==> src/rtl/core/mspc_pkg.sv <==
// Package of the motor speed regulator: widths, codes, states and interface structs.
package mspc_pkg;

	localparam int DUTY_MAX   = 999;
	localparam int DUTY_W     = 10;
	localparam int SPEED_W    = 24;
	localparam int TARGET_W   = 8;
	localparam int ERR_W      = 26;
	localparam int ERR_MAG_W  = 24;
	localparam int DIF_MAG_W  = 25;
	localparam int GAIN_W     = 24;
	localparam int RATE_W     = 16;
	localparam int SCALE_W    = 32;
	localparam int INT_W      = 48;
	localparam int DRV_W      = 26;
	localparam int TERM_W     = 56;
	localparam int PART_W     = 54;
	localparam int DMAG_W     = 41;
	localparam int MUL_A_W    = 25;
	localparam int MUL_B_W    = 24;
	localparam int PROD_W     = MUL_A_W + MUL_B_W;
	localparam int IN_DATA_W  = 16;
	localparam int IN_USER_W  = 2;
	localparam int OUT_USED_W = DUTY_W + 1 + SPEED_W;
	localparam int OUT_DATA_W = ((OUT_USED_W + 7) / 8) * 8;
	localparam int CFG_IDX_W  = 3;
	localparam int CFG_DATA_W = 32;

	localparam logic [DUTY_W-1:0] DUTY_LIM  = DUTY_W'(DUTY_MAX);
	localparam logic [DRV_W-1:0]  DRIVE_TOP = DRV_W'(DUTY_MAX * 65536);
	localparam logic [INT_W-1:0]  INT_MAX   = {1'b0, {(INT_W-1){1'b1}}};
	localparam logic [INT_W-1:0]  INT_MIN   = {1'b1, {(INT_W-1){1'b0}}};

	localparam logic [GAIN_W-1:0]  KP_RESET    = 24'd209715;
	localparam logic [GAIN_W-1:0]  KI_RESET    = 24'd5243;
	localparam logic [GAIN_W-1:0]  KD_RESET    = 24'd0;
	localparam logic [GAIN_W-1:0]  PERIOD_RESET = 24'd16777;
	localparam logic [RATE_W-1:0]  RATE_RESET  = 16'd1000;
	localparam logic [SCALE_W-1:0] SCALE_RESET = 32'd4106952;

	typedef enum logic [IN_USER_W-1:0] {
		ACT_SETPOINT = 2'd0,
		ACT_MEASURE  = 2'd1,
		ACT_TICK     = 2'd2,
		ACT_NOP      = 2'd3
	} action_t;

	typedef enum logic [CFG_IDX_W-1:0] {
		CFG_KP     = 3'd0,
		CFG_KI     = 3'd1,
		CFG_KD     = 3'd2,
		CFG_PERIOD = 3'd3,
		CFG_RATE   = 3'd4,
		CFG_SCALE  = 3'd5
	} cfg_reg_t;

	typedef enum logic [3:0] {
		ST_IDLE,
		ST_EXEC,
		ST_DIV,
		ST_ERR,
		ST_M1,
		ST_INT,
		ST_IMAG,
		ST_P,
		ST_IL,
		ST_IH,
		ST_IA,
		ST_DH,
		ST_DA,
		ST_ACC,
		ST_DONE
	} state_t;

	typedef struct packed {
		logic                 start;
		logic [SCALE_W-1:0]   dividend;
		logic [IN_DATA_W-1:0] divisor;
	} div_req_t;

	typedef struct packed {
		logic               done;
		logic [SCALE_W-1:0] quotient;
	} div_rsp_t;

endpackage

==> src/rtl/core/motor_speed_pid_controller.sv <==
// Top level of the motor speed regulator: sequencer, shared multiplier and loop state.
//
// Items arrive on the s_ stream: s_tuser holds the action (setpoint, period
// measurement, control tick) and s_tdata the operand. Every accepted item
// yields exactly one result transfer on the m_ stream, carrying the held duty,
// the running flag and the measured speed after the item has been applied.
// Gains, sample period, sample rate and speed scale are written through the
// cfg_ port; the user must write them only while the block is idle, which the
// block itself does not enforce. They take effect on the next item.
//
// One item is worked on at a time and s_tready is low from acceptance until
// the result has been loaded into the output register. A control tick takes
// eleven steps through the single 25 by 24 bit multiplier and one adder, and
// a period measurement the 32 steps of the bit-serial divider. The output
// register parts the two sides: a stalled receiver holds the result steady
// and the block still accepts and works on the next item, which then waits
// in its final step until the output register is free.
// Reset restores the default configuration, clears all loop state and the
// duty value, and leaves the block idle with no result pending.
module motor_speed_pid_controller import mspc_pkg::*; (
	input  logic                  clk,
	input  logic                  arst_n,
	input  logic                  s_tvalid,
	output logic                  s_tready,
	input  logic [IN_DATA_W-1:0]  s_tdata,   // operand_value
	input  logic [IN_USER_W-1:0]  s_tuser,   // action
	output logic                  m_tvalid,
	input  logic                  m_tready,
	output logic [OUT_DATA_W-1:0] m_tdata,   // duty, running, speed_rpm, zero padding
	input  logic                  cfg_wr_en,
	input  logic [CFG_IDX_W-1:0]  cfg_index,
	input  logic [CFG_DATA_W-1:0] cfg_data
);

	state_t state_q, state_d;

	logic [GAIN_W-1:0]  kp_q, ki_q, kd_q, period_q;
	logic [RATE_W-1:0]  rate_q;
	logic [SCALE_W-1:0] scale_q;

	action_t              action_q;
	logic [IN_DATA_W-1:0] operand_q;

	logic [TARGET_W-1:0] target_q;
	logic [SPEED_W-1:0]  meas_q;
	logic [ERR_W-1:0]    prev_err_q;
	logic [INT_W-1:0]    integ_q;
	logic [DRV_W-1:0]    drive_q;
	logic [DUTY_W-1:0]   duty_q;
	logic                enabled_q;

	logic                 err_neg_q, dif_neg_q, int_neg_q;
	logic [ERR_MAG_W-1:0] err_mag_q;
	logic [DIF_MAG_W-1:0] dif_mag_q;
	logic [INT_W-1:0]     int_mag_q;
	logic [DMAG_W-1:0]    dmag_q;
	logic [PROD_W-1:0]    prod_q;
	logic [PART_W-1:0]    part_q;
	logic [TERM_W-1:0]    term_q;

	logic [OUT_DATA_W-1:0] out_q;
	logic                  m_tvalid_q;
	logic                  out_free;

	logic [MUL_A_W-1:0] mul_a;
	logic [MUL_B_W-1:0] mul_b;
	logic [PROD_W-1:0]  prod_c;

	logic [ERR_W-1:0]   err_c;
	logic [ERR_W:0]     dif_c;
	logic [INT_W:0]     int_sum_c;
	logic [PART_W-1:0]  add_mag_c;
	logic               add_neg_c;
	logic [TERM_W-1:0]  term_c;
	logic [TERM_W:0]    acc_sum_c;
	logic [DRV_W-1:0]   drive_c;

	div_req_t div_req;
	div_rsp_t div_rsp;

	mspc_div u_div (
		.clk    (clk),
		.arst_n (arst_n),
		.req    (div_req),
		.rsp    (div_rsp)
	);

	assign div_req.start    = (state_q == ST_EXEC) && (action_q == ACT_MEASURE) &&
	                          (operand_q != '0);
	assign div_req.dividend = scale_q;
	assign div_req.divisor  = operand_q;

	assign out_free = !m_tvalid_q || m_tready;

	always_ff @(posedge clk or negedge arst_n) begin
		if (!arst_n) begin
			state_q <= ST_IDLE;
		end else begin
			state_q <= state_d;
		end
	end

	always_comb begin
		state_d  = state_q;
		s_tready = 1'b0;
		case (state_q)
			ST_IDLE: begin
				s_tready = 1'b1;
				if (s_tvalid) begin
					state_d = ST_EXEC;
				end
			end
			ST_EXEC: begin
				case (action_q)
					ACT_MEASURE: state_d = (operand_q != '0) ? ST_DIV : ST_DONE;
					ACT_TICK:    state_d = enabled_q ? ST_ERR : ST_DONE;
					default:     state_d = ST_DONE;
				endcase
			end
			ST_DIV: begin
				if (div_rsp.done) begin
					state_d = ST_DONE;
				end
			end
			ST_ERR:  state_d = ST_M1;
			ST_M1:   state_d = ST_INT;
			ST_INT:  state_d = ST_IMAG;
			ST_IMAG: state_d = ST_P;
			ST_P:    state_d = ST_IL;
			ST_IL:   state_d = ST_IH;
			ST_IH:   state_d = ST_IA;
			ST_IA:   state_d = ST_DH;
			ST_DH:   state_d = ST_DA;
			ST_DA:   state_d = ST_ACC;
			ST_ACC:  state_d = ST_DONE;
			ST_DONE: begin
				if (out_free) begin
					state_d = ST_IDLE;
				end
			end
			default: state_d = ST_IDLE;
		endcase
	end

	always_comb begin
		mul_a = '0;
		mul_b = '0;
		case (state_q)
			ST_M1: begin
				mul_a = {1'b0, err_mag_q};
				mul_b = period_q;
			end
			ST_INT: begin
				mul_a = dif_mag_q;
				mul_b = {{(MUL_B_W-RATE_W){1'b0}}, rate_q};
			end
			ST_IMAG: begin
				mul_a = {1'b0, err_mag_q};
				mul_b = kp_q;
			end
			ST_P: begin
				mul_a = {1'b0, int_mag_q[23:0]};
				mul_b = ki_q;
			end
			ST_IL: begin
				mul_a = {1'b0, int_mag_q[47:24]};
				mul_b = ki_q;
			end
			ST_IH: begin
				mul_a = {1'b0, dmag_q[23:0]};
				mul_b = kd_q;
			end
			ST_IA: begin
				mul_a = {{(MUL_A_W-(DMAG_W-24)){1'b0}}, dmag_q[DMAG_W-1:24]};
				mul_b = kd_q;
			end
			default: begin
				mul_a = '0;
				mul_b = '0;
			end
		endcase
	end

	assign prod_c = {{MUL_B_W{1'b0}}, mul_a} * {{MUL_A_W{1'b0}}, mul_b};

	assign err_c = {{(ERR_W-TARGET_W-8){1'b0}}, target_q, 8'd0} -
	               {{(ERR_W-SPEED_W){1'b0}}, meas_q};
	assign dif_c = {err_c[ERR_W-1], err_c} - {prev_err_q[ERR_W-1], prev_err_q};

	assign int_sum_c = err_neg_q ?
		{integ_q[INT_W-1], integ_q} - {9'd0, prod_q[47:8]} :
		{integ_q[INT_W-1], integ_q} + {9'd0, prod_q[47:8]};

	always_comb begin
		add_mag_c = '0;
		add_neg_c = 1'b0;
		case (state_q)
			ST_P: begin
				add_mag_c = {{(PART_W-(PROD_W-12)){1'b0}}, prod_q[PROD_W-1:12]};
				add_neg_c = err_neg_q;
			end
			ST_IA: begin
				add_mag_c = {4'd0, part_q[PART_W-1:4]};
				add_neg_c = int_neg_q;
			end
			ST_DA: begin
				add_mag_c = part_q;
				add_neg_c = dif_neg_q;
			end
			default: begin
				add_mag_c = '0;
				add_neg_c = 1'b0;
			end
		endcase
	end

	assign term_c = add_neg_c ? term_q - {2'd0, add_mag_c} : term_q + {2'd0, add_mag_c};

	assign acc_sum_c = {{(TERM_W+1-DRV_W){1'b0}}, drive_q} + {term_q[TERM_W-1], term_q};

	always_comb begin
		if (acc_sum_c[TERM_W]) begin
			drive_c = '0;
		end else if (acc_sum_c[TERM_W-1:0] > {{(TERM_W-DRV_W){1'b0}}, DRIVE_TOP}) begin
			drive_c = DRIVE_TOP;
		end else begin
			drive_c = acc_sum_c[DRV_W-1:0];
		end
	end

	always_ff @(posedge clk or negedge arst_n) begin
		if (!arst_n) begin
			kp_q     <= KP_RESET;
			ki_q     <= KI_RESET;
			kd_q     <= KD_RESET;
			period_q <= PERIOD_RESET;
			rate_q   <= RATE_RESET;
			scale_q  <= SCALE_RESET;
		end else if (cfg_wr_en) begin
			case (cfg_index)
				CFG_KP:     kp_q     <= cfg_data[GAIN_W-1:0];
				CFG_KI:     ki_q     <= cfg_data[GAIN_W-1:0];
				CFG_KD:     kd_q     <= cfg_data[GAIN_W-1:0];
				CFG_PERIOD: period_q <= cfg_data[GAIN_W-1:0];
				CFG_RATE:   rate_q   <= cfg_data[RATE_W-1:0];
				CFG_SCALE:  scale_q  <= cfg_data[SCALE_W-1:0];
				default: begin
				end
			endcase
		end
	end

	always_ff @(posedge clk or negedge arst_n) begin
		if (!arst_n) begin
			target_q   <= '0;
			meas_q     <= '0;
			prev_err_q <= '0;
			integ_q    <= '0;
			drive_q    <= '0;
			duty_q     <= '0;
			enabled_q  <= 1'b0;
			m_tvalid_q <= 1'b0;
		end else begin
			case (state_q)
				ST_EXEC: begin
					if (action_q == ACT_SETPOINT) begin
						target_q <= operand_q[TARGET_W-1:0];
						if (operand_q[TARGET_W-1:0] != '0) begin
							enabled_q <= 1'b1;
						end else begin
							enabled_q  <= 1'b0;
							prev_err_q <= '0;
							integ_q    <= '0;
							drive_q    <= '0;
							meas_q     <= '0;
						end
					end
				end
				ST_DIV: begin
					if (div_rsp.done) begin
						meas_q <= (div_rsp.quotient[SCALE_W-1:SPEED_W] != '0) ?
						          {SPEED_W{1'b1}} : div_rsp.quotient[SPEED_W-1:0];
					end
				end
				ST_ERR: begin
					prev_err_q <= err_c;
				end
				ST_INT: begin
					if (int_sum_c[INT_W] != int_sum_c[INT_W-1]) begin
						integ_q <= int_sum_c[INT_W] ? INT_MIN : INT_MAX;
					end else begin
						integ_q <= int_sum_c[INT_W-1:0];
					end
				end
				ST_ACC: begin
					drive_q <= drive_c;
					duty_q  <= drive_c[DRV_W-1:16];
				end
				default: begin
				end
			endcase
			if (state_q == ST_DONE && out_free) begin
				m_tvalid_q <= 1'b1;
			end else if (m_tready) begin
				m_tvalid_q <= 1'b0;
			end
		end
	end

	always_ff @(posedge clk) begin
		prod_q <= prod_c;
		if (s_tvalid && s_tready) begin
			action_q  <= action_t'(s_tuser);
			operand_q <= s_tdata;
		end
		case (state_q)
			ST_ERR: begin
				err_neg_q <= err_c[ERR_W-1];
				err_mag_q <= err_c[ERR_W-1] ? ERR_MAG_W'(-err_c) : err_c[ERR_MAG_W-1:0];
				dif_neg_q <= dif_c[ERR_W];
				dif_mag_q <= dif_c[ERR_W] ? DIF_MAG_W'(-dif_c) : dif_c[DIF_MAG_W-1:0];
				term_q    <= '0;
			end
			ST_IMAG: begin
				dmag_q    <= prod_q[DMAG_W-1:0];
				int_neg_q <= integ_q[INT_W-1];
				int_mag_q <= integ_q[INT_W-1] ? -integ_q : integ_q;
			end
			ST_P: begin
				term_q <= term_c;
			end
			ST_IL: begin
				part_q <= {{(PART_W-24){1'b0}}, prod_q[47:24]};
			end
			ST_IH: begin
				part_q <= part_q + {{(PART_W-PROD_W){1'b0}}, prod_q};
			end
			ST_IA: begin
				term_q <= term_c;
				part_q <= {{(PART_W-(PROD_W-12)){1'b0}}, prod_q[PROD_W-1:12]};
			end
			ST_DH: begin
				part_q <= part_q + {{(PART_W-DMAG_W-12){1'b0}}, prod_q[DMAG_W-1:0], 12'd0};
			end
			ST_DA: begin
				term_q <= term_c;
			end
			default: begin
			end
		endcase
		if (state_q == ST_DONE && out_free) begin
			out_q <= {{(OUT_DATA_W-OUT_USED_W){1'b0}}, meas_q, enabled_q, duty_q};
		end
	end

	assign m_tvalid = m_tvalid_q;
	assign m_tdata  = out_q;

endmodule

==> src/rtl/core/mspc_div.sv <==
// Radix-2 restoring divider producing one quotient bit per cycle.
module mspc_div import mspc_pkg::*; (
	input  logic     clk,
	input  logic     arst_n,
	input  div_req_t req,
	output div_rsp_t rsp
);

	localparam int CNT_W = $clog2(SCALE_W);

	logic                 busy_q;
	logic                 done_q;
	logic [CNT_W-1:0]     cnt_q;
	logic [SCALE_W-1:0]   dvd_q;
	logic [IN_DATA_W-1:0] dvs_q;
	logic [IN_DATA_W-1:0] rem_q;
	logic [IN_DATA_W:0]   shifted;
	logic [IN_DATA_W:0]   trial;
	logic                 fits;

	assign shifted = {rem_q, dvd_q[SCALE_W-1]};
	assign trial   = shifted - {1'b0, dvs_q};
	assign fits    = shifted >= {1'b0, dvs_q};

	always_ff @(posedge clk or negedge arst_n) begin
		if (!arst_n) begin
			busy_q <= 1'b0;
			done_q <= 1'b0;
			cnt_q  <= '0;
		end else begin
			done_q <= 1'b0;
			if (req.start) begin
				busy_q <= 1'b1;
				cnt_q  <= '0;
			end else if (busy_q) begin
				cnt_q <= cnt_q + 1'b1;
				if (cnt_q == CNT_W'(SCALE_W - 1)) begin
					busy_q <= 1'b0;
					done_q <= 1'b1;
				end
			end
		end
	end

	always_ff @(posedge clk) begin
		if (req.start) begin
			dvd_q <= req.dividend;
			dvs_q <= req.divisor;
			rem_q <= '0;
		end else if (busy_q) begin
			rem_q <= fits ? trial[IN_DATA_W-1:0] : shifted[IN_DATA_W-1:0];
			dvd_q <= {dvd_q[SCALE_W-2:0], fits};
		end
	end

	assign rsp.done     = done_q;
	assign rsp.quotient = dvd_q;

endmodule

==> config.mk <==
export PLATFORM = sky130hd
export DESIGN_NAME = motor_speed_pid_controller
export DESIGN_NICKNAME = d
export VERILOG_FILES = /design/src/rtl/core/mspc_pkg.sv /design/src/rtl/core/motor_speed_pid_controller.sv /design/src/rtl/core/mspc_div.sv
export SDC_FILE = /design/constraint.sdc
export NUM_CORES = 2
export LEC_CHECK = 0
export BUFFER_PORTS_ARGS = -buffer_cell sky130_fd_sc_hd__buf_4
export CORE_UTILIZATION = 40
export CTS_BUF_LIST = sky130_fd_sc_hd__clkbuf_8 sky130_fd_sc_hd__clkbuf_16
export DETAILED_ROUTE_END_ITERATION = 7
export PLACE_DENSITY_LB_ADDON = 0.2
export SETUP_SLACK_MARGIN = 0.05
export SYNTH_ARGS = -nofsm -noshare
export SYNTH_HDL_FRONTEND = slang
export SYNTH_SLANG_ARGS = --single-unit
==> constraint.sdc <==
create_clock -name clk -period 13.1 [get_ports clk]
set_clock_uncertainty 0.1 [all_clocks]
set_input_delay 0 -clock clk [delete_from_list [all_inputs] [get_ports clk]]
set_output_delay 0 -clock clk [all_outputs]
set_load 0.05 [all_outputs]
* Word level (Yosys, flattened, before mapping) *
Index checks and enable logic that the tools add are counted.

storage, ports and cells
  bits in latches = 0
  bits in registers = 716
  RAM bits = 0
  input port bits = 58
  logic and storage cells = 165
  output and inout bits = 42
  memories kept = 0
  bits in read-only memories = 0

operators by class
  bitwise gates (word level) = 0
  $mul = 1
  divide/modulo/power cells = 0
  $add $sub $neg = 14
  $lt $le $gt $ge = 2
  mux-type cells = 49
  equality and inequality tests = 28
  shift-type cells = 0
  reduce and logical (&&, ||, !) cells = 36

operators by type and width
  operator                                                                 number
  54-bit one-hot mux with 4 select lines                                   1
  48-bit two-way mux                                                       4
  54-bit one-hot mux with 3 select lines                                   1
  25-bit one-hot mux with 6 select lines                                   1
  24-bit two-way mux                                                       5
  24-bit one-hot mux with 5 select lines                                   1
  56-bit one-hot mux with 2 select lines                                   1
  26-bit two-way mux                                                       4
  26-bit one-hot mux with 2 select lines                                   2
  48-bit one-hot mux with 2 select lines                                   1
  32-bit two-way mux                                                       2
  4-bit one-hot mux with 15 select lines                                   1
  27-bit by 56-bit adder with 57-bit output                                1
  56-bit by 54-bit adder with 56-bit output                                1
  56-bit by 26-bit > comparator with 1-bit output (second input constant)  1
  56-bit two-way mux                                                       1
  56-bit by 54-bit subtractor with 56-bit output                           1
  54-bit by 49-bit adder with 54-bit output                                1
  54-bit by 53-bit adder with 54-bit output                                1
  48-bit by 41-bit adder with 49-bit output                                1
  25-bit by 24-bit multiplier with 49-bit output                           1
  49-bit two-way mux                                                       1
  48-bit by 41-bit subtractor with 49-bit output                           1
  48-bit negator                                                           1
  44 further kinds                                                         94

* Logic depth before layout (Yosys ltp) *
  depth after elaboration = 5
  depth in mapped cells = 37
  gate-level depth less buffers = 33

* Modules after synthesis *
Synthesis repeated with hierarchy kept, for this count alone.

second synthesis, totals
  cells, all modules = 7,155
  area total of the unflattened synthesis = 66,463.7 um2

modules (own cells, without submodules)
  module                      cells each  instances  sequential area each (um2)  area each (um2)
  motor_speed_pid_controller  6,831       1          17,443.0                    62,636.3
  mspc_div                    324         1          1,936.9                     3,827.4

* Least setup slack after synthesis *
Ideal clock, no wire load.

  path kind = reg2reg
  from = reg state_q[1]
  to = reg prod_q[46]
  cell stages (with the launch flop) = 35
  setup slack = 1.474 ns
  data arrival time = 11.398 ns
  period minus slack after synthesis = 11.626 ns
  required time = 12.873 ns
  setup time = 0.127 ns
  buffers on the path = 6
  path through = dfrtp_1 > clkbuf_1 > clkbuf_1 > nand2b_1 > clkbuf_1 > nor2_1 > clkbuf_1 > clkbuf_1 > nand2_1 > nand3_1 > clkbuf_1 > nand2_1 > fa_1 > inv_1 > fa_1 > inv_1 > fa_1 > inv_1 > fa_1 > ha_1 > fa_1 > inv_1 > fa_1 > inv_1 > ha_1 > a21o_1 > a2111oi_0 > and3_1 > nand4bb_1 > a211oi_1 > o41a_1 > a21o_1 > a2111oi_0 > nor3_1 > xor2_1

on the way
  cells in the longest elaborated chain, start to end = 4
  elaborated cells between the ends (all ways) = 13
  classes of those cells = mul (1); eq/ne (7); mux (2); reduce/logical (3)

RTL lines
  what                                                                                              RTL line                           source
  from (decl)                                                                                       motor_speed_pid_controller.sv:35   state_t state_q, state_d;
  from (signal assigned)                                                                            motor_speed_pid_controller.sv:99   state_q <= state_d;
  4-bit by 3-bit == test with 1-bit output or 4-bit == test (tied branches)                         motor_speed_pid_controller.sv:148  case (state_q)
  2-bit OR reduction (no line)                                                                      --
  25-bit one-hot mux with 6 select lines or 24-bit one-hot mux with 5 select lines (tied branches)  motor_speed_pid_controller.sv:148
  25-bit by 24-bit multiplier with 49-bit output (*)                                                motor_speed_pid_controller.sv:184  assign prod_c = {{MUL_B_W{1'b0}}, mul_a} * {{MUL_A_W{1'b0}}, mul_b};
  named net prod_c[46]                                                                              motor_speed_pid_controller.sv:67   logic [PROD_W-1:0] prod_c;
  to (signal assigned)                                                                              motor_speed_pid_controller.sv:311  prod_q <= prod_c;
  to (decl)                                                                                         motor_speed_pid_controller.sv:57   logic [PROD_W-1:0] prod_q;

Mark *: on every way through the listed nets, which the timed path passes. The rest lies on a longest branch.
A chain may end at the register's enable or synchronous reset.

* Worst setup path after layout *
  from = reg state_q[0]
  to = reg prod_q[46]

The elaborated chain is that of the path after synthesis.

==> flow_summary.toml <==
[outcome]
status = "complete, no violations"

[clock_tree]
cts_htree_levels = 3
ctsLongestPathBuffers = 3
root_buffer = "clkbuf_16"
clock_latency_ns = 0.76
tritoncts = "done"
ctsResizeCount = 0
post_cts_buffers = 0
clock-sinks = 715
clk_pin_slew_worst_paths_ns = 0.07
hold_buffers = 117
numCtsBuffers = 86

[synthesis]
synth_area_per_cell_sq_um = 9.111
yosysTopAreaCell = "edfxtp_1"
synth_area_sq_mm = 0.06699
synth_ff_type = "edfxtp_1"
synthArstFlopShare = 0.4168
ys_ff_latch = 715
postSynthCellCount = 7353
yosysWarningCount = 0
synth_edf_count = 352
yosysSeqAreaShare = 0.2893
synth_top_area_share = 0.1578
ys_types = 90
synth.top_cells.by_area = "edfxtp_1 (16%), fa_1 (15%), dfrtp_1 (9.6%)"

[global_routing]
grt.total_usage = 0.2673
grt_antenna_before_repair = 7
grt_pass1_vias = 55670
grt_pass1_wl_microns = 345900
grt_max_degree = 123
overflow = 0

[setup_path]
crit_fanout = 49
startpoint_type = "register"
end_kind = "register"
slowest_stage = "dfrtp_2"
cp.required_ns = 13.63
crit_type = "reg -> reg"
cpPeakStageDelay_ns = 1.06
crit_top_cell = "fa_1"
cp.arrival_ns = 11.82

[timing]
fin_crit_sh = 0.8616
tns_ns = 0
rsz0062_at_grt = "false"
slew_headroom = 0.1259
max_freq_ghz = 0.08859
period_needed_ns = 11.29
hold_viol = 0
final_max_slew_viol_count = 0
tightestPinTransition_ns = 1.308
setup_viol = 0

[final_layout]
final_cell_mix = "nand2_1 (950), inv_1 (793), fa_1 (511), nor2_1 (507), ha_1 (453)"
layout.nets = 8484
insertedDiodeCount = 0
drive_above_1_share = 0.08920
final_common_cell = "nand2_1"
fillerInstances = 16080
areaGrowthSynthToFinish_pct = 11.37

[place]
io_buffers = 94
routabilityCongestion = 0.9774
dp_hpwl_microns = 172000

[run]
cap_violations = 0

[detailed_routing]
drt_iter0_markers = 4585
drc = 0
wl_per_cell_microns = 23.38
ant_nets = 0
routed_wl_microns = 227300
dr_total_vias = 56060
dr.pass1.iters = 6
routed_via_density = 5.765

[floorplan]
die_area_sq_mm = 0.1691
die_y_microns = 411.2
die_w_microns = 411.2
initial_core_util = 0.4047
ios = 100
rows = 149
fp.coreArea_sq_mm = 0.1655

[min_path]
hold_path_class = "in -> reg"
worst max-delay path: cells and delay by family (launching register included):
| family | cells | cell delay (ns) |
|---|---|---|
| XOR/XNOR | 1 | 0.15 |
| buffers and inverters | 6 | 0.55 |
| flip-flops | 1 | 1.06 |
| AND/OR/NAND/NOR | 7 | 3.32 |
| AO/OA/AOI/OAI | 7 | 2.11 |
| adder cells (fa/ha/maj) | 8 | 3.84 |
Yosys cell counts (all sizes together) (108+ instances only):
cell,count
clkbuf,318
nand3,134
xor2,169
xnor2,289
dfrtp,257
ha,453
a21o,197
inv,782
fa,511
edfxtp,352
nor3,108
nor2,511
o21ai,353
a22oi,142
a21oi,392
mux2,156
nand2,951
logic make-up (layout without fill, tap and decap cells):
| kind of cell | count (synthesis) | after routing | share of synthesized area |
|---|---|---|---|
| compound gates | 1682 | 1682 | 0.1670 |
| xor+xnor | 458 | 458 | 0.05988 |
| fa+ha+maj | 964 | 964 | 0.2373 |
| buf+inv | 1124 | 1294 | 0.06326 |
| flops | 715 | 715 | 0.2893 |
| mux | 176 | 176 | 0.02921 |
| other cells | 2 | 13 | 0.0001121 |
| simple gates | 2232 | 2232 | 0.1539 |
registers in the layout (all words and copies together) (netlist names), 24 cells and up:
name,flops
part_q,54
prod_q,49
m_tdata,35
u_div.dvd_q,32
drive_q,26
int_mag_q,48
err_mag_q,24
scale_q,32
meas_q,24
ki_q,24
period_q,24
kd_q,24
kp_q,24
dmag_q,41
term_q,56
integ_q,48
dif_mag_q,25
prev_err_q,25
stage by stage:
step                      instance area (sq um)  hold slack [ns]  setup slack (ns)  std cells  utilization
after detailed placement                  70460         -0.03327             2.009       9446       0.4256
after floorplan                           67030          -0.3956             1.474       7364            -
after global routing                      74610          0.03729             1.248       9723       0.4507
final                                     74610          0.01976             1.812       9723       0.4507
after CTS                                 74610        0.0004158             2.001       9723       0.4507
after global placement                    70460         -0.04785             2.186       9446       0.4256
worst paths after layout:
path / from / end / slack, ns / depth (start not counted)
setup / recovery: state_q[0] / prod_q[46] / 1.81 / 29
hold / removal: cfg_data[9] / scale_q[9] / 0.02 / 3
setup reg to reg: state_q[0] / prod_q[46] / 1.81 / 29
hold reg to reg: operand_q[12] / u_div.dvs_q[12] / 0.36 / 0
max in group asynchronous: arst_n / ki_q[19] / 11.34 / 4
min in group asynchronous: arst_n / kp_q[17] / 0.43 / 3
metal layers:
layer / routed length [microns] / vias to the layer above / share of wire / global-route usage
li1: - / 25720 / - / -
met1: 96380 / 27890 / 0.42 / 0.3566
met2: 106300 / 1977 / 0.47 / 0.4379
met3: 14230 / 465 / 0.063 / 0.03383
met4: 10340 / 4 / 0.045 / 0.1092
met5: 27 / - / 0.00012 / 0
layout make-up:
class                      instances  area (sq um)  area share
multi-input combinational       5525         43610      0.5845
sequential                       715         19380      0.2598
clock buffer                     100          2356     0.03158
clock inverter                    60         605.6    0.008116
timing repair buffer             351          2978     0.03991
inverter                         783          2939     0.03939
tap                             2189          2739     0.03671
Power is left out: the tool's default activity adds up to more than one toggle a clock period on the data nets, which glitch-free logic cannot reach.
